--- config.mk ---
export PLATFORM = sky130hd
export DESIGN_NAME = ecov_front
export DESIGN_NICKNAME = d
export VERILOG_FILES = /design/src/design/ecov_pkg.sv /design/src/design/ecov_front.sv
export SDC_FILE = /design/constraint.sdc
export NUM_CORES = 1
export LEC_CHECK = 0
export BUFFER_PORTS_ARGS = -buffer_cell sky130_fd_sc_hd__buf_2
export CORE_MARGIN = 5
export CORE_UTILIZATION = 39
export DETAILED_ROUTE_END_ITERATION = 8
export PLACE_DENSITY = 0.93
export REMOVE_ABC_BUFFERS = 1
export SYNTH_ARGS = -nofsm -noshare
export SYNTH_HDL_FRONTEND = slang
export SYNTH_SLANG_ARGS = --single-unit
--- constraint.sdc ---
create_clock -name vclk -period 3.16
set_input_delay 0.474 -clock vclk [all_inputs]
set_output_delay 0.474 -clock vclk [all_outputs]
set_load 0.01 [all_outputs]
--- src/design/ecov_pkg.sv ---
// ----------------------------------------------------------------------------
// ecov_pkg
// Shared types and constants of the exponential covariance kernel.
// ----------------------------------------------------------------------------
package ecov_pkg;

    typedef enum logic [1:0] {
        CMD_EVAL     = 2'd0,
        CMD_LD_AMP   = 2'd1,
        CMD_LD_SCALE = 2'd2,
        CMD_LD_CORR  = 2'd3
    } t_cmd;

    typedef enum logic [1:0] {
        ST_OK        = 2'd0,
        ST_REJECT    = 2'd1,
        ST_BAD_INDEX = 2'd2
    } t_status;

    typedef enum logic [3:0] {
        B_IDLE,
        B_LOAD,
        B_Y,
        B_X,
        B_P,
        B_E,
        B_MUL,
        B_MUL2,
        B_EMIT
    } t_bstate;

    typedef struct packed {
        t_cmd        cmd;
        logic [1:0]  row;
        logic [1:0]  col;
        logic [15:0] value;
        logic [31:0] abs_tau;
        t_status     status;
    } t_job;

    localparam logic [61:0] LOG2E_Q30 = 62'd1549082005;
    localparam logic [46:0] Y_CLAMP   = 47'd1073741824;
    localparam logic [15:0] RESET_ONE = 16'd128;

    localparam longint unsigned ROOT_Q30 [11] = '{
        64'd0, 64'd759250125, 64'd902905651, 64'd984625594, 64'd1028218693,
        64'd1050733751, 64'd1062175491, 64'd1067942999, 64'd1070838486,
        64'd1072289173, 64'd1073015252
    };

    // 2^(-k / 2^bits) in Q.30
    function automatic longint unsigned f_pow(input int k, input int bits);
        longint unsigned v;
        v = 64'd1073741824;
        for (int b = 0; b < bits; b++) begin
            if (((k >> b) & 1) != 0) begin
                v = (v * ROOT_Q30[bits - b] + 64'd536870912) >> 30;
            end
        end
        return v;
    endfunction

endpackage

--- src/design/ecov_front.sv ---
// ----------------------------------------------------------------------------
// ecov_front
// Classifies incoming transactions: index and sign checks, lag magnitude.
// ----------------------------------------------------------------------------
module ecov_front import ecov_pkg::*; #(
    parameter int DIM = 4
) (
    input  logic [1:0]         i_cmd,
    input  logic [1:0]         i_row_index,
    input  logic [1:0]         i_col_index,
    input  logic signed [15:0] i_load_value,
    input  logic signed [31:0] i_tau,
    output t_job               o_job
);

    logic    w_row_ok;
    logic    w_corr_ok;
    logic    w_nonpos;
    t_status w_status;
    t_cmd    w_cmd;

    assign w_cmd     = t_cmd'(i_cmd);
    assign w_row_ok  = (32'(i_row_index) < 32'(DIM));
    assign w_corr_ok = w_row_ok && (i_col_index < i_row_index);
    assign w_nonpos  = i_load_value[15] || (i_load_value == 16'sd0);

    always_comb begin
        unique case (w_cmd)
            CMD_EVAL: begin
                w_status = ST_OK;
            end
            CMD_LD_AMP, CMD_LD_SCALE: begin
                if (!w_row_ok) begin
                    w_status = ST_BAD_INDEX;
                end else if (w_nonpos) begin
                    w_status = ST_REJECT;
                end else begin
                    w_status = ST_OK;
                end
            end
            default: begin
                w_status = w_corr_ok ? ST_OK : ST_BAD_INDEX;
            end
        endcase
    end

    always_comb begin
        o_job.cmd     = w_cmd;
        o_job.row     = i_row_index;
        o_job.col     = (w_cmd == CMD_LD_CORR) ? i_col_index : i_row_index;
        o_job.value   = i_load_value;
        o_job.abs_tau = i_tau[31] ? (~i_tau + 32'd1) : i_tau;
        o_job.status  = w_status;
    end

endmodule

Word level (Yosys, flattened, before mapping):

Cells that the tools add are included.

* output and inout port bits: 56
* logic and storage cells: 15
* register bits: 0

* add/sub/neg operators: 1
* eq/ne operators: 3
* reductions and logical operators: 4
* muxes and demuxes: 5
* order comparisons: 1
* bitwise logic cells: 1

Operators with widths (count)
* adder 32 x 1 -> 32 bit, second input constant: 1
* 2-to-1 mux 32 bit: 1
* inverter 32 bit: 1
* logical NOT 16 bit: 1
* equality test 2 bit, second input constant: 2
* 2-to-1 mux 2 bit: 2
* one-hot mux 2 bit (2 select lines): 1
* equality test 2 x 1 -> 1 bit, second input constant: 1
* logical NOT 2 bit: 1
* < comparator 2 bit: 1
* OR reduction 2 bit: 1
* logical OR 1 bit: 1
* 2-to-1 mux 1 bit: 1

Longest topological paths before layout:

Gate-level depths: netlist of the first run.

* word-level depth: 4
* mapped depth: 6

Worst setup path before layout of the first run:

No wires, ideal clock.

* kind: input to output
* from: input port i_tau[16]
* to: output port o_job[33] (netlist name)
* stages on the path: 5
* setup slack: 592 ps
* arrival: 2094 ps
* cells stage by stage: or4_4 > or3_1 > buf_6 > or3b_1 > nor4_2

RTL lines
* from (decl): line ecov_front.sv:12 `input logic signed [31:0] i_tau,`
* to (decl): line ecov_front.sv:13 `output t_job o_job`

==> key figures, run 1 <==
Finish
  • Layout cells sized above 1: 57.3%
  • Clkbuf count: 0
  • Final nets: 279
  • Fillers: 252
  • Area delta synth->final: 41.6%
  • Register Area: 0 sq um
  • Antenna fix cells: 0
  • Design area: 0.00143 sq mm
  • Post-Route Utilization: 57.6%
  • Seq cells: 0

Power
  • Power per Cell Area: 154 mW/mm^2
  • Internal Pwr Total: 0.104 mW
  • Leak: 0.668 nW
  • Clk pwr share: 0%
  • Final Power: 0.219 mW
  • Seq pwr share: 0%
  • Comb power frac: 100.0%
  • Switching Share: 52.5%
  • Net Sw Power: 0.115 mW
  • Peak VDD IR: 0.0839 mV

Critical path
  • Worst setup EP type: primary output
  • Crit path kind: in -> out
  • Worst-path cell chain: buf_2, or4_4, or3_1, or3b_1, nor4_2, buf_2
  • Crit-path max FO: 10
  • Most used cell, CP: buf_2
  • CP top delay family: simple AND/OR/NAND/NOR gates
  • CP max-delay cell: or4_4
  • Arrival time worst endpoint: 2440 ps
  • Worst path buffer plus inverter count: 2
  • Crit path largest cell delay: 540 ps
  • CP Launch Type: input port
  • Critical Path RT: 2690 ps

GRT
  • Largest net degree at the start of global routing: 33
  • Initial antenna violation count: 0
  • Tot GR Track Use: 16.2%
  • First-pass GRT wire length: 4.81 mm
  • Vias in the first global route: 1,142
  • Grt total ovfl: 0

Hold path
  • Worst Hold Endpoint: o_job[41]
  • WHS Path Cells: 2
  • Min-delay src: i_load_value[7]
  • HP Class: in -> out

STA
  • Fin crit period: 2910 ps
  • Final TNS setup: 0 ps
  • Fmax: 343 MHz
  • Max Slew Vio Count: 0
  • Slew headroom: 63.2%
  • Crit share post-route: 92.2%
  • Final setup violating endpoints: 0
  • Worst-margin pin slew: 544 ps
  • Worst hold slack: 1150 ps
  • RSZ-0062 raised after global routing: no
  • Fin. Hold Viols: 0

Die
  • Rows: 18
  • Die area: 0.00370 sq mm
  • Chip height: 60.9 microns
  • Core Box Area: 0.00248 sq mm
  • Top Ports: 110
  • Initial core utilization: 40.7%
  • Die width: 60.9 microns

Clock tree
  • Hold buffers post-CTS: 0
  • # resized after CTS: 0
  • Postcts setup bufs: 0

Yosys
  • Seq/Total Area, Yosys: 0%
  • Ys Warns: 0
  • Synth Cell Area: 0.00101 sq mm
  • Average cell area after synthesis: 7.53 sq um
  • Mapped Cells: 134
  • Netlist cell types: 30

Route
  • Post-route ant nets: 0
  • Drt via density: 5.09
  • First-pass detailed-route iteration total: 4
  • Mean routed wirelength per cell: 13.7 microns
  • DRT Wirelength: 3.43 mm
  • DR vias: 1,273
  • DR iter-0 viols: 43
  • Drc violations: 0

Place
  • Buffers on Ports: 110
  • Final Wtd Congestion: 0.719
  • Dpl hpwl: 2.96 mm
  • Dpl cell area: 0.00143 sq mm

Job
  • Max-cap viol count: 0

Outcome
  • Status: complete, no violations
-- placed cells by master (no fill, tap or decap) --
| cell | n |
|---|---|
| a21oi_1 | 1 |
| a41oi_1 | 1 |
| buf_2 | 110 |
| buf_4 | 2 |
| ha_1 | 3 |
| inv_1 | 3 |
| mux2_2 | 1 |
| nand2_1 | 11 |
| nand2b_1 | 2 |
| nand3_1 | 3 |
| nand3b_1 | 2 |
| nand4_1 | 1 |
| nor2_1 | 4 |
| nor2b_1 | 2 |
| nor3_1 | 5 |
| nor4_1 | 3 |
| nor4_2 | 2 |
| nor4b_1 | 1 |
| o21ai_0 | 8 |
| o31ai_1 | 7 |
| o41ai_1 | 3 |
| o41ai_2 | 7 |
| or3_1 | 3 |
| or3_2 | 3 |
| or3b_1 | 1 |
| or4_1 | 1 |
| or4_4 | 1 |
| xnor2_1 | 29 |
-- per-stage QoR --
step	instances	worst slack, ps
2_1_floorplan	108	536
3_3_place_gp	250	308
3_5_place_dp	250	259
4_1_cts	250	264
5_1_grt	250	76.3
6_report	250	248
-- routing by layer --
layer | part of all wire (%) | wire length (microns) | vias up | track usage [%]
li1 | - | - | 643 | -
met1 | 38 | 1300 | 574 | 20.1
met2 | 52 | 1790 | 56 | 31.9
met3 | 9.9 | 338 | 0 | 1.06
met4 | 0 | 0 | 0 | 0.310
met5 | 0 | 0 | - | 0
-- synthesized netlist by cell type (4+ instances only) --
master | count | area share, %
xnor2_1 | 29 | 25
buf_4 | 21 | 16
nand2_1 | 11 | 4.1
o21ai_0 | 8 | 4.0
o31ai_1 | 7 | 5.2
o41ai_2 | 7 | 11
nor3_1 | 5 | 2.5
nor2_1 | 4 | 1.5
-- cell type report --
cell class	instances	area [sq um]	area share, %
multi-input combinational	105	813	57.0
timing repair buffer	112	566	39.6
tap	30	37.5	2.63
inverter	3	11.3	0.789
-- logic make-up (layout without fill, tap and decap cells) --
family	count (synthesis)	after routing	share of synthesized area [%]
and+or+nand+nor	45	45	26.2
xor gates and xnor gates	29	29	25.2
muxes	1	1	1.12
adders and majority gates	3	3	3.72
AOI/OAI and AO/OA	27	27	24.4
buffers and inverters	29	115	19.4
-- power groups by stage --
stage / Clock (mW) / Combinational (mW) / Sequential, mW
after floorplan: 0 / 0.0926 / 0
final: 0 / 0.219 / 0
after global routing: 0 / 0.240 / 0
after detailed placement: 0 / 0.221 / 0
after CTS: 0 / 0.222 / 0
after global placement: 0 / 0.215 / 0
-- worst max path at each step --
stage          slack, ps        end  cells past startpoint       from
5_1_grt               80  o_job[28]                      9   i_tau[0]
6_report             250  o_job[33]                      6  i_tau[16]
2_1_floorplan        540  o_job[33]                      4  i_tau[16]
3_3_place_gp         310  o_job[33]                      6  i_tau[16]
4_1_cts              260  o_job[33]                      6  i_tau[16]
3_5_place_dp         260  o_job[33]                      6  i_tau[16]
Note: power is estimated with default switching activity, not from simulation.
==> inputs of run 2 (changes only) <==
--- a/config.mk
+++ b/config.mk
@@ -6,10 +6,11 @@
 export NUM_CORES = 1
 export LEC_CHECK = 0
 export BUFFER_PORTS_ARGS = -buffer_cell sky130_fd_sc_hd__buf_2
+export CAP_MARGIN = 10
 export CORE_MARGIN = 5
 export CORE_UTILIZATION = 39
 export DETAILED_ROUTE_END_ITERATION = 8
-export PLACE_DENSITY = 0.93
+export PLACE_DENSITY = 0.95
 export REMOVE_ABC_BUFFERS = 1
 export SYNTH_ARGS = -nofsm -noshare
 export SYNTH_HDL_FRONTEND = slang
==> run 2 against run 1 <==
Against the previous run:
- die area is the same
- routed wire length decreased by 3.3%
- largest power group unchanged
- design area did not move
==> key figures, run 2 (same netlist as run 1, synthesis figures left out) <==
Finish
  • Seq cells: 0 (unchanged)
  • Most common cell after layout, fill and taps aside: buf_2
  • Final nets: 279 (unchanged)
  • Commonest non-fill, non-tap cells in the layout: 110 x buf_2, 29 x xnor2_1, 11 x nand2_1, 8 x o21ai_0
  • Layout cells sized above 1: 57.3% (unchanged)
  • Post-Route Utilization: 57.6% (unchanged)
  • Area delta synth->final: 41.6% (unchanged)
  • Register Area: 0 sq um (unchanged)
  • Clkbuf count: 0 (unchanged)
  • Antenna fix cells: 0 (unchanged)

Die
  • Die area: 0.00370 sq mm (unchanged)
  • Chip height: 60.9 microns (unchanged)
  • Die width: 60.9 microns (unchanged)
  • Initial core utilization: 40.7% (unchanged)
  • Top Ports: 110 (unchanged)
  • Rows: 18 (unchanged)
  • Core Box Area: 0.00248 sq mm (unchanged)

Place
  • Dpl hpwl: 2.90 mm (-2.3%)
  • Buffers on Ports: 110 (unchanged)
  • Final Wtd Congestion: 0.737 (+2.5%)

STA
  • RSZ-0062 raised after global routing: no
  • Worst-margin pin slew: 563 ps (+18.9 ps)
  • Fin. Hold Viols: 0 (unchanged)
  • Fin crit period: 2880 ps (-31.7 ps)
  • Slew headroom: 62.5% (-0.75 points)
  • Fmax: 347 MHz (+1.1%)
  • Max Slew Vio Count: 0 (unchanged)
  • Crit share post-route: 91.2% (-1.0 points)
  • Final TNS setup: 0 ps (unchanged)
  • Worst hold slack: 1150 ps (-1.61 ps)
  • Final setup violating endpoints: 0 (unchanged)

GRT
  • First-pass GRT wire length: 4.79 mm (-0.44%)
  • Tot GR Track Use: 16.0% (-0.22 points)
  • Grt total ovfl: 0 (unchanged)
  • Initial antenna violation count: 0 (unchanged)
  • Largest net degree at the start of global routing: 33 (unchanged)
  • Vias in the first global route: 1,191 (+4.3%)

Route
  • Post-route ant nets: 0 (unchanged)
  • Routed length on met1: 1.18 mm (-9.1%)
  • Met2 wire len: 1.70 mm (-5.3%)
  • Drt via density: 5.10 (+0.24%)
  • DR vias: 1,276 (+0.24%)
  • Mean routed wirelength per cell: 13.2 microns (-3.3%)
  • DRT Wirelength: 3.31 mm (-3.3%)
  • First-pass detailed-route iteration total: 3 (-1)
  • Drc violations: 0 (unchanged)
  • Top Layer Used: met3
  • DR iter-0 viols: 21 (-51%)
  • Detail Route met3 WL: 437 microns (+29%)

Clock tree
  • # resized after CTS: 0 (unchanged)
  • Hold buffers post-CTS: 0 (unchanged)
  • Postcts setup bufs: 0 (unchanged)

Power
  • Internal Pwr Total: 0.104 mW (about the same)
  • Net Sw Power: 0.113 mW (-1.8%)
  • Power per Cell Area: 152 mW/mm^2 (-0.92%)
  • Peak VDD IR: 0.104 mV (+24%)
  • Switching Share: 52.0% (-0.48 points)
  • Seq pwr share: 0% (unchanged)
  • Leak: 0.668 nW (unchanged)
  • Comb power frac: 100.0% (about the same)
  • Clk pwr share: 0% (unchanged)

Critical path
  • CP max-delay cell: or4_4
  • Critical Path RT: 2690 ps (about the same)
  • Worst-path cell chain: buf_2, or4_4, or3_1, or3b_1, nor4_2, buf_2
  • Most used cell, CP: buf_2
  • Crit-path max FO: 10 (unchanged)
  • Worst setup EP type: primary output
  • Arrival time worst endpoint: 2410 ps (-30 ps)
  • CP Launch Type: input port
  • Crit path largest cell delay: 560 ps (+20 ps)
  • Crit path kind: in -> out

Job
  • Max-cap viol count: 0 (unchanged)

Outcome
  • Status: complete, no violations

Hold path
  • HP Class: in -> out
==> run 2: critical path: cells and delay by family <==
| family | cells | cell delay, ps |
|---|---|---|
| buf+inv | 2 | 280 |
| simple gates | 4 | 1650 |
==> run 2: final timing paths <==
| check | start | to | slack [ps] | cells past startpoint |
|---|---|---|---|---|
| worst max-delay path | i_tau[16] | o_job[33] | 280 | 6 |
| worst min-delay path | i_load_value[1] | o_job[35] | 1150 | 2 |
==> run 2: final cells by class <==
class,instances,area (sq um)
Timing Repair Buffer,112,566
Tap cell,30,37.5
Fill cell,234,1050
Multi-Input combinational cell,105,813
Inverter,3,11.3
==> run 2: power groups by stage <==
stage	logic, mW	registers, mW	clock network (mW)
final	0.217	0	0
after detailed placement	0.219	0	0
after floorplan	0.0926	0	0
after global routing	0.239	0	0
after global placement	0.215	0	0
after CTS	0.220	0	0
==> run 2: metrics by stage <==
step | std cells | setup slack (ps) | total power [mW] | instance area, sq um
3_3_place_gp | 250 | 315 | 0.215 | 1430
5_1_grt | 250 | 74.6 | 0.239 | 1430
4_1_cts | 250 | 276 | 0.220 | 1430
2_1_floorplan | 108 | 536 | 0.0926 | 825
3_5_place_dp | 250 | 283 | 0.219 | 1430
6_report | 250 | 279 | 0.217 | 1430
==> run 2: per-layer routing <==
metal	track usage, %	vias up
met2	34.2	66
met4	0	0
li1	-	644
met1	16.9	566
met5	0	-
met3	2.34	0
