**config.mk**
```make
export PLATFORM = sky130hd
export DESIGN_NAME = ecov_queue
export DESIGN_NICKNAME = d
export VERILOG_FILES = /design/src/design/ecov_pkg.sv /design/src/design/ecov_queue.sv
export SDC_FILE = /design/constraint.sdc
export NUM_CORES = 1
export LEC_CHECK = 0
export BUFFER_PORTS_ARGS = -buffer_cell sky130_fd_sc_hd__buf_2
export CORE_UTILIZATION = 46
export DETAILED_ROUTE_END_ITERATION = 6
export PLACE_DENSITY = 0.69
export REMOVE_ABC_BUFFERS = 1
export SLEW_MARGIN = 0
export SYNTH_ARGS = -nofsm -noshare
export SYNTH_HDL_FRONTEND = slang
export SYNTH_SLANG_ARGS = --single-unit
```
**constraint.sdc**
```tcl
create_clock -name i_clk -period 4.1 [get_ports i_clk]
set_input_delay 0.205 -clock i_clk [delete_from_list [all_inputs] [get_ports i_clk]]
set_output_delay 0.205 -clock i_clk [all_outputs]
set_load 0.02 [all_outputs]
```
**src/design/ecov_pkg.sv**
```systemverilog
// ----------------------------------------------------------------------------
// ecov_pkg
// Shared types and constants of the exponential covariance kernel.
// ----------------------------------------------------------------------------
package ecov_pkg;

    typedef enum logic [1:0] {
        CMD_EVAL     = 2'd0,
        CMD_LD_AMP   = 2'd1,
        CMD_LD_SCALE = 2'd2,
        CMD_LD_CORR  = 2'd3
    } t_cmd;

    typedef enum logic [1:0] {
        ST_OK        = 2'd0,
        ST_REJECT    = 2'd1,
        ST_BAD_INDEX = 2'd2
    } t_status;

    typedef enum logic [3:0] {
        B_IDLE,
        B_LOAD,
        B_Y,
        B_X,
        B_P,
        B_E,
        B_MUL,
        B_MUL2,
        B_EMIT
    } t_bstate;

    typedef struct packed {
        t_cmd        cmd;
        logic [1:0]  row;
        logic [1:0]  col;
        logic [15:0] value;
        logic [31:0] abs_tau;
        t_status     status;
    } t_job;

    localparam logic [61:0] LOG2E_Q30 = 62'd1549082005;
    localparam logic [46:0] Y_CLAMP   = 47'd1073741824;
    localparam logic [15:0] RESET_ONE = 16'd128;

    localparam longint unsigned ROOT_Q30 [11] = '{
        64'd0, 64'd759250125, 64'd902905651, 64'd984625594, 64'd1028218693,
        64'd1050733751, 64'd1062175491, 64'd1067942999, 64'd1070838486,
        64'd1072289173, 64'd1073015252
    };

    // 2^(-k / 2^bits) in Q.30
    function automatic longint unsigned f_pow(input int k, input int bits);
        longint unsigned v;
        v = 64'd1073741824;
        for (int b = 0; b < bits; b++) begin
            if (((k >> b) & 1) != 0) begin
                v = (v * ROOT_Q30[bits - b] + 64'd536870912) >> 30;
            end
        end
        return v;
    endfunction

endpackage

```
**src/design/ecov_queue.sv**
```systemverilog
// ----------------------------------------------------------------------------
// ecov_queue
// Two-entry job queue between front and back.
// ----------------------------------------------------------------------------
module ecov_queue import ecov_pkg::*; (
    input  logic i_clk,
    input  logic i_rst_n,
    input  logic i_push,
    input  t_job i_job,
    input  logic i_pop,
    output logic o_full,
    output logic o_empty,
    output t_job o_job
);

    t_job       r_mem [2];
    logic       r_wr_ptr;
    logic       r_rd_ptr;
    logic [1:0] r_count;
    logic       w_push;
    logic       w_pop;

    assign o_full  = (r_count == 2'd2);
    assign o_empty = (r_count == 2'd0);
    assign w_push  = i_push && !o_full;
    assign w_pop   = i_pop && !o_empty;
    assign o_job   = r_mem[r_rd_ptr];

    always_ff @(posedge i_clk) begin
        if (w_push) begin
            r_mem[r_wr_ptr] <= i_job;
        end
    end

    always_ff @(posedge i_clk) begin
        if (!i_rst_n) begin
            r_wr_ptr <= 1'b0;
            r_rd_ptr <= 1'b0;
            r_count  <= 2'd0;
        end else begin
            if (w_push) begin
                r_wr_ptr <= ~r_wr_ptr;
            end
            if (w_pop) begin
                r_rd_ptr <= ~r_rd_ptr;
            end
            r_count <= r_count + 2'(w_push) - 2'(w_pop);
        end
    end

endmodule

```
Word-level counts from Yosys, hierarchy flattened
Memories as Yosys holds them, arrays and structs flattened. A register that Yosys moved wholly into a read port is not among the register bits. Cells that the tools add are included.

Bits in registers: 4. Bits in latches: 0. Bits in writable memories: 112. ROM bits: 0. Input bits: 60. Output and inout port bits: 58. Word-level logic and storage cells: 18. Memories kept: 1.

Add/subtract/negate cells: 2. $mul: 0. Div/mod/pow operators: 0. $lt $le $gt $ge: 0. Eq/ne operators: 1. Shift operators: 0. Mux-type cells: 4. Bitwise gates (word level): 2. Reductions and logical operators: 5.

Memory list: r_mem (depth 2, bits a word 56, read ports 1, clocked after memory_dff 1, wr ports 1, RTL line ecov_queue.sv:16) `t_job r_mem [2];`.

Operators by type and width (number): $mux W1 (4); $add A2 B1 Y2 (1); $eq A2 B2 Y1 const B (1); $logic_and A1 B1 Y1 (2); $logic_not A1 Y1 (2); $logic_not A2 Y1 (1); $not A1 Y1 (2); $sub A2 B1 Y2 (1).

Longest topological paths before layout
Gate-level depths: netlist (run 1).

Depth in word-level cells: 5. Depth in mapped cells: 8.

Least setup slack after synthesis (run 1)
No wires, ideal clock.

Path type: register to register. Start point: register r_count[0]. End point: memory r_mem[0][0] in the netlist's numbering, enable pin. Library setup time: 0.470 ns. Arrival time: 2.936 ns. Path slack: 0.694 ns. Cell stages (with the launch flop): 4. Path buffers: 0. Clock period less this slack: 3.406 ns. Path through: dfxtp_1 -> nand2b_1 -> nand2_1 -> nor2_1.

Longest elaborated chain between the ends: 5.

Ends and longest elaborated chain: from (decl) (RTL line ecov_queue.sv:19) `logic [1:0] r_count;`; from (signal assigned) (RTL line ecov_queue.sv:47) `r_count <= r_count + 2'(w_push) - 2'(w_pop);`; $eq A2 B2 Y1 (RTL line ecov_queue.sv:23) `assign o_full = (r_count == 2'd2);`; $logic_not A1 Y1 (RTL line ecov_queue.sv:25) `assign w_push = i_push && !o_full;`; $logic_and A1 B1 Y1 (RTL line ecov_queue.sv:25); $mux W1 (RTL line ecov_queue.sv:30) `if (w_push) begin`; $mux W1 (implied by the code) (RTL line ecov_queue.sv:31) `r_mem[r_wr_ptr] <= i_job;`; to (decl) (RTL line ecov_queue.sv:16).

No other way between the ends.

==> key figures, run 1 <==
Route
  – Routed Wire Length: approximately 7.8 mm
  – First-iteration detailed-routing DRC count: 75
  – DRC Markers: 0
  – Post-DR wirelength/cell: roughly 15 µm
  – DR vias: between 2000 and 2500
  – DRT Pass-1 Iters: 4
  – Vias per cell: between 4 and 5
  – Antenna Nets Post-Route: 0

Layout
  – Most common cell after layout, fill and taps aside: buf_2
  – Fin nets: between 400 and 500
  – Share of post-route cells with drive strength above 1: between 50% and 60%
  – Post-route insts no fill: 531
  – Final core utilization: between 60% and 70%
  – Most frequent cells in the layout: buf_2, edfxtp_1, dlygate4sd3_1
  – Layout filler cell count: 643
  – Synthesis-to-finish area growth: 42.1%
  – ANT cells: 0

Timing
  – Final hold slack: between 0.09 and 0.1 ns
  – Min Tclk post-route: roughly 2.3 ns
  – Worst Skew: approximately 0.0084 ns
  – Fmax: roughly 430 MHz
  – Crit share post-route: a little under three fifths
  – RSZ-0062 raised after global routing: no
  – Final hold vios: 0
  – Slew Limit Fails: 0
  – Final setup violation count: 0
  – Worst slew margin: about a third
  – Fin Setup TNS: 0 ns
  – Least-Margin Pin Slew: approximately 1 ns

Worst setup path
  – CP Class: flop to output pin
  – CP max FO: 56
  – CP top delay family: flip-flops
  – CP Launch Type: flop
  – CP max-delay cell: dfxtp_4
  – Worst path max stage delay: a little under 1 ns
  – Worst path required time: roughly 3.9 ns
  – WP data arrival: ~2.1 ns
  – Cells along the critical path: mux2_2 > buf_2
  – Crit path buf inv count: 1
  – Worst Setup End Kind: output pin

Floorplan
  – Overall die area: ~10000 µm²
  – Starting Density: between 40% and 50%
  – Ports: around 120
  – # rows: 35
  – Die height: 100 µm
  – Core area: around 9300 µm²
  – Chip width: roughly 100 µm

Power and ir drop
  – Combinational fraction of design power: roughly 26%
  – Sw Ratio: around 28%
  – Lkg Pwr: approximately 2.5 nW
  – Power Dens Cells: around 670 nW/µm²
  – Reg power frac: approximately two fifths
  – Worst VDD drop: ~0.30 mV
  – Clk pwr share: 34.0%
  – Sw power: ~1.2 mW
  – Internal Power: ~3 mW
  – Tot Pwr: roughly 4.2 mW

Hold path
  – Worst min path class: input port to flop

Clock network
  – H-tree levels: 4
  – Post-CTS setup buffers: 0
  – TritonCTS buffer count: 17
  – Clock Sinks: about 120
  – Deepest clock path buffer count: 2
  – Clk root buf: clkbuf_8
  – Clk slew on worst S/H paths: 0.05 ns
  – Insertion delay of the later-clocked pin in the worst-skew pair: 0.51 ns
  – CTS tree: yes

GRT
  – First-pass GRT wire length: 11.7 mm
  – Largest net degree at the start of global routing: between 50 and 60
  – Initial antenna violation count: 0
  – Vias in the first global route: roughly 2500
  – Congestion Overflow GR: 0
  – GRT Total Usage: 16.1%

Place
  – Hpwl dp: around 4.4 mm
  – Placer Congestion: ~0.75
  – Dpl cells: ~440
  – I/O Buffers: approximately 120

Synth
  – Yosys cell types: 18
  – Syn Area/Cell: between 20 and 25 µm²
  – Syn Inst Count: about 200
  – Synthesis warning total: 0
  – Post-synthesis cell area: 4440 µm²
  – Post-synthesis sequential area ratio: 78.0%
  – Seq cells post-synth: 117

Run
  – Max-capacitance violation count: 0

Outcome
  – Status: finished clean
==> path summary, 6_finish.rpt <==
check | from | endpoint | slack [ns] | depth (start not counted)
worst max-delay path | flop | o_job[13] | 1.79 | 2
worst max register to register | r_count[0] | r_mem[0][5] | 2.02 | 4
worst min-delay path | i_push | r_wr_ptr | 0.1 | 3
worst min register to register | r_wr_ptr | r_wr_ptr | 0.51 | 2
==> worst reg2reg max path, stage by stage, from the launching register on <==
cell	delay, ns
dfxtp_1	0.36
nand2b_1	0.15
nand2_1	0.14
nor2_4	0.47
buf_4	0.57
==> registers in the layout, summed over array words and instances, names as in the netlist, named ones only <==
register,count
r_count,2
r_mem,112
r_rd_ptr,1
r_wr_ptr,1
==> routing by layer <==
metal | GRT usage [%] | routed length, µm
met1 | 18.8 | 3400
met2 | 26.0 | 3760
met3 | 6.69 | 494
met4 | 7.69 | 101
met5 | 0 | 0
==> logic make-up after synthesis <==
family | count (synthesis) | synth area share, %
AOI/OAI and AO/OA | 1 | 0.169
and+or+nand+nor | 13 | 1.41
adders and majority gates | 2 | 0.564
buffers and inverters | 9 | 1.63
xor gates and xnor gates | 2 | 0.395
DFF | 117 | 78.0
muxes | 57 | 17.8
==> cell type report <==
cell class	count	area (µm²)	share of cell area, %
clock buffer	19	422	6.69
multi-input combinational	75	912	14.5
timing repair buffer	176	1170	18.6
inverter	3	11.3	0.179
sequential	117	3470	55.0
clock inverter	12	161	2.56
tap	129	161	2.56
==> through the flow <==
| stage | worst slack [ns] | area [µm²] |
|---|---|---|
| floorplan | 0.694 | 4380 |
| global placement | 1.98 | 5150 |
| detailed placement | 1.94 | 5150 |
| CTS | 1.74 | 6310 |
| global route | 1.70 | 6310 |
| finish | 1.79 | 6310 |
==> cells in the mapped netlist <==
master,count,share of area (%)
inv_1,3,0.25
xor2_1,1,0.20
buf_6,5,1.3
nor3_1,1,0.11
nor2_1,5,0.42
xnor2_1,1,0.20
o21a_1,1,0.17
buf_2,1,0.11
mux2_2,16,4.1
nand2_1,2,0.17
and3_1,1,0.14
edfxtp_1,112,76
mux2_4,40,14
mux2i_1,1,0.23
nand2b_1,2,0.28
ha_1,2,0.56
dfxtp_1,5,2.3
and2_1,2,0.28
==> timing repair <==
| item | 4_1_cts | 5_1_grt |
|---|---|---|
| resized for setup | 0 | 0 |
| endpoints found under the setup margin | 0 | 0 |
| endpoints found under the hold margin | 117 | 0 |
| hold buffers | 57 | 0 |
==> power groups by stage <==
stage	sequential (mW)	combinational [mW]	clock, mW
6_report	1.70	1.09	1.44
5_1_grt	1.73	1.15	1.52
4_1_cts	1.71	1.10	1.46
3_5_place_dp	1.73	1.05	0
3_3_place_gp	1.72	1.04	0
2_1_floorplan	1.69	0.777	0
(Power assumes the default switching activity.)
==> inputs of run 2 (changes only) <==
PLACE_DENSITY = 0.72   (was 0.69)
clock period = 2 ns   (was 4.1 ns; I/O delays follow)
==> run 2 against run 1 <==
Compared with the run above:
- die area did not move
- clock power up 90%
- power rose by 100%
- combinational power increased by 130%
- sequential cell count stayed put
- critical path depth increased by 1
- largest cell class unchanged
- largest power group unchanged
==> key figures, run 2 (same netlist as run 1, synthesis figures left out) <==
Worst setup path
  – Worst path max stage delay: 0.53 ns (-0.45 ns)
  – WP data arrival: 1.78 ns (-0.32 ns)
  – CP max-delay cell: dfxtp_4
  – Worst path required time: 1.90 ns (-1.99 ns)
  – Worst Setup End Kind: output pin
  – R2r worst-path depth: 8 (+4)
  – Cells along the critical path: buf_4 > mux2_2 > buf_2
  – CP Launch Type: flop
  – CP Class: flop to output pin
  – CP max FO: 16 (-71%)

Route
  – Antenna Nets Post-Route: 0 (unchanged)
  – Vias per cell: 4.59 (about the same)
  – Top layer in use: met4
  – Routed wl met2: 4.26 mm (+13%)
  – DRT Pass-1 Iters: 4 (unchanged)
  – First-iteration detailed-routing DRC count: 62 (-17%)
  – DRC Markers: 0 (unchanged)
  – DRT met1 WL: 3.19 mm (-6.3%)
  – DR vias: 2471 (+1.4%)
  – Post-DR wirelength/cell: 14.9 µm (+1.7%)
  – DR WL met3: 417 µm (-16%)
  – Routed Wire Length: 7.99 mm (+3.0%)

Outcome
  – Status: finished clean

Timing
  – Least-Margin Pin Slew: 0.389 ns (-0.589 ns)
  – Worst Skew: 0.00766 ns (-0.000734 ns)
  – Final setup violation count: 0 (unchanged)
  – Setup slack after layout: 0.118 ns (-1.67 ns)
  – Final hold slack: 0.0291 ns (-0.0667 ns)
  – Crit share post-route: ~94%
  – Min Tclk post-route: roughly 1.9 ns
  – Fmax: 531 MHz
  – Final hold vios: 0 (unchanged)
  – Slew Limit Fails: 0 (unchanged)
  – Worst slew margin: 74.1% (+39 points)
  – RSZ-0062 raised after global routing: no

Clock network
  – Post-CTS sizing: 0 (unchanged)
  – Clk slew on worst S/H paths: 0.06 ns (about the same)
  – CTS tree: yes
  – Post-CTS setup buffers: 0 (unchanged)
  – H-tree levels: 4 (unchanged)
  – CTS Hold Bufs: 57 (unchanged)
  – TritonCTS buffer count: 17 (unchanged)
  – Insertion delay of the later-clocked pin in the worst-skew pair: 0.50 ns (about the same)
  – Deepest clock path buffer count: 2 (unchanged)
  – Clk root buf: clkbuf_8
  – Clock Sinks: 117 (unchanged)

Layout
  – Share of post-route cells with drive strength above 1: 52.1% (+1.6 points)
  – Max reg flops: 112 (unchanged)
  – ANT cells: 0 (unchanged)
  – Most common cell after layout, fill and taps aside: buf_2
  – Synthesis-to-finish area growth: 43.6%
  – Most frequent cells in the layout: buf_2, edfxtp_1, dlygate4sd3_1
  – Biggest register: r_mem
  – Fin nets: 458 (+1.3%)
  – Top flop regs: r_mem (112), r_count (2)

Place
  – Hpwl dp: 4.77 mm (+7.3%)
  – I/O Buffers: 117 (unchanged)
  – Placer Congestion: 0.713 (-5.1%)
  – Worst slack, placed: 0.256 ns (-1.69 ns)

GRT
  – First-pass GRT wire length: 12.3 mm (+5.1%)
  – GRT Total Usage: 16.8% (+0.67 points)
  – Congestion Overflow GR: 0 (unchanged)
  – Vias in the first global route: 2650 (+5.2%)
  – Largest net degree at the start of global routing: 46 (-19%)
  – Initial antenna violation count: 0 (unchanged)

Power and ir drop
  – Lkg Pwr: 2.52 nW (+0.50%)
  – Power Dens Cells: 1340 nW/µm² (+100%)
  – Worst VDD drop: 0.823 mV (+170%)

Floorplan
  – Overall die area: 10000 µm² (unchanged)
  – Ports: 118 (unchanged)
  – Die height: 100 µm (unchanged)
  – Chip width: 100 µm (unchanged)
  – Core area: 9280 µm² (unchanged)
  – Starting Density: 47.8% (unchanged)
  – # rows: 35 (unchanged)

Hold path
  – Worst min path class: input port to flop
  – Hold Path Depth: 4 (+1)

Run
  – Max-capacitance violation count: 0 (unchanged)
## run 2: changes by cell type in the layout (fill, tap and decap cells not counted)
cell / before / now
bufinv_16: 4 / 1
inv_6: 0 / 4
buf_12: 0 / 5
clkinvlp_4: 1 / 6
clkbuf_1: 2 / 0
buf_4: 2 / 3
clkinv_1: 4 / 3
clkinv_2: 2 / 0
## run 2: where the power goes
part	internal (mW)	total, mW	switching, mW
sequential	3.16	3.34	0.171
combinational	1.18	2.50	1.32
clock	1.65	2.73	1.09
total	5.99	8.57	2.58
## run 2: final cells by class
| class | instances | area [µm²] |
|---|---|---|
| fill | 676 | 2910 |
| multi-input combinational | 75 | 912 |
| tap | 129 | 161 |
| timing repair buffer | 182 | 1280 |
| clock inverter | 15 | 130 |
| inverter | 3 | 11.3 |
| clock buffer | 17 | 414 |
| sequential | 117 | 3470 |
## run 2: worst paths after layout
check | start | to | slack, ns
worst max register to register | r_count[0] | r_count[1] | 0.21
worst max-delay path | flop | o_job[1] | 0.12
worst min register to register | r_rd_ptr | r_rd_ptr | 0.53
worst min-delay path | i_pop | r_rd_ptr | 0.03
## run 2: through the flow
stage | std cells | instance area, µm² | total power, mW | utilization (%) | setup TNS [ns]
2_1_floorplan | 195 | 4380 | 5.07 | - | -127.15
3_3_place_gp | 449 | 5260 | 5.78 | 56.7 | 0
3_5_place_dp | 449 | 5260 | 5.82 | 56.7 | 0
4_1_cts | 538 | 6370 | 8.65 | 68.7 | 0
5_1_grt | 538 | 6370 | 8.94 | 68.7 | 0
6_report | 538 | 6370 | 8.57 | 68.7 | 0
## run 2: per-layer routing
layer  vias to the layer above  global-route usage [%]
li1                       1176                       -
met2                        92                    29.6
met5                         -                       0
met3                        14                    5.57
met1                      1189                    18.0
met4                         0                    8.47
## run 2: critical path: cells and delay by family (launching register included)
| kind | cells | cell delay [ns] |
|---|---|---|
| muxes | 1 | 0.34 |
| DFF | 1 | 0.53 |
| buffers and inverters | 2 | 0.41 |
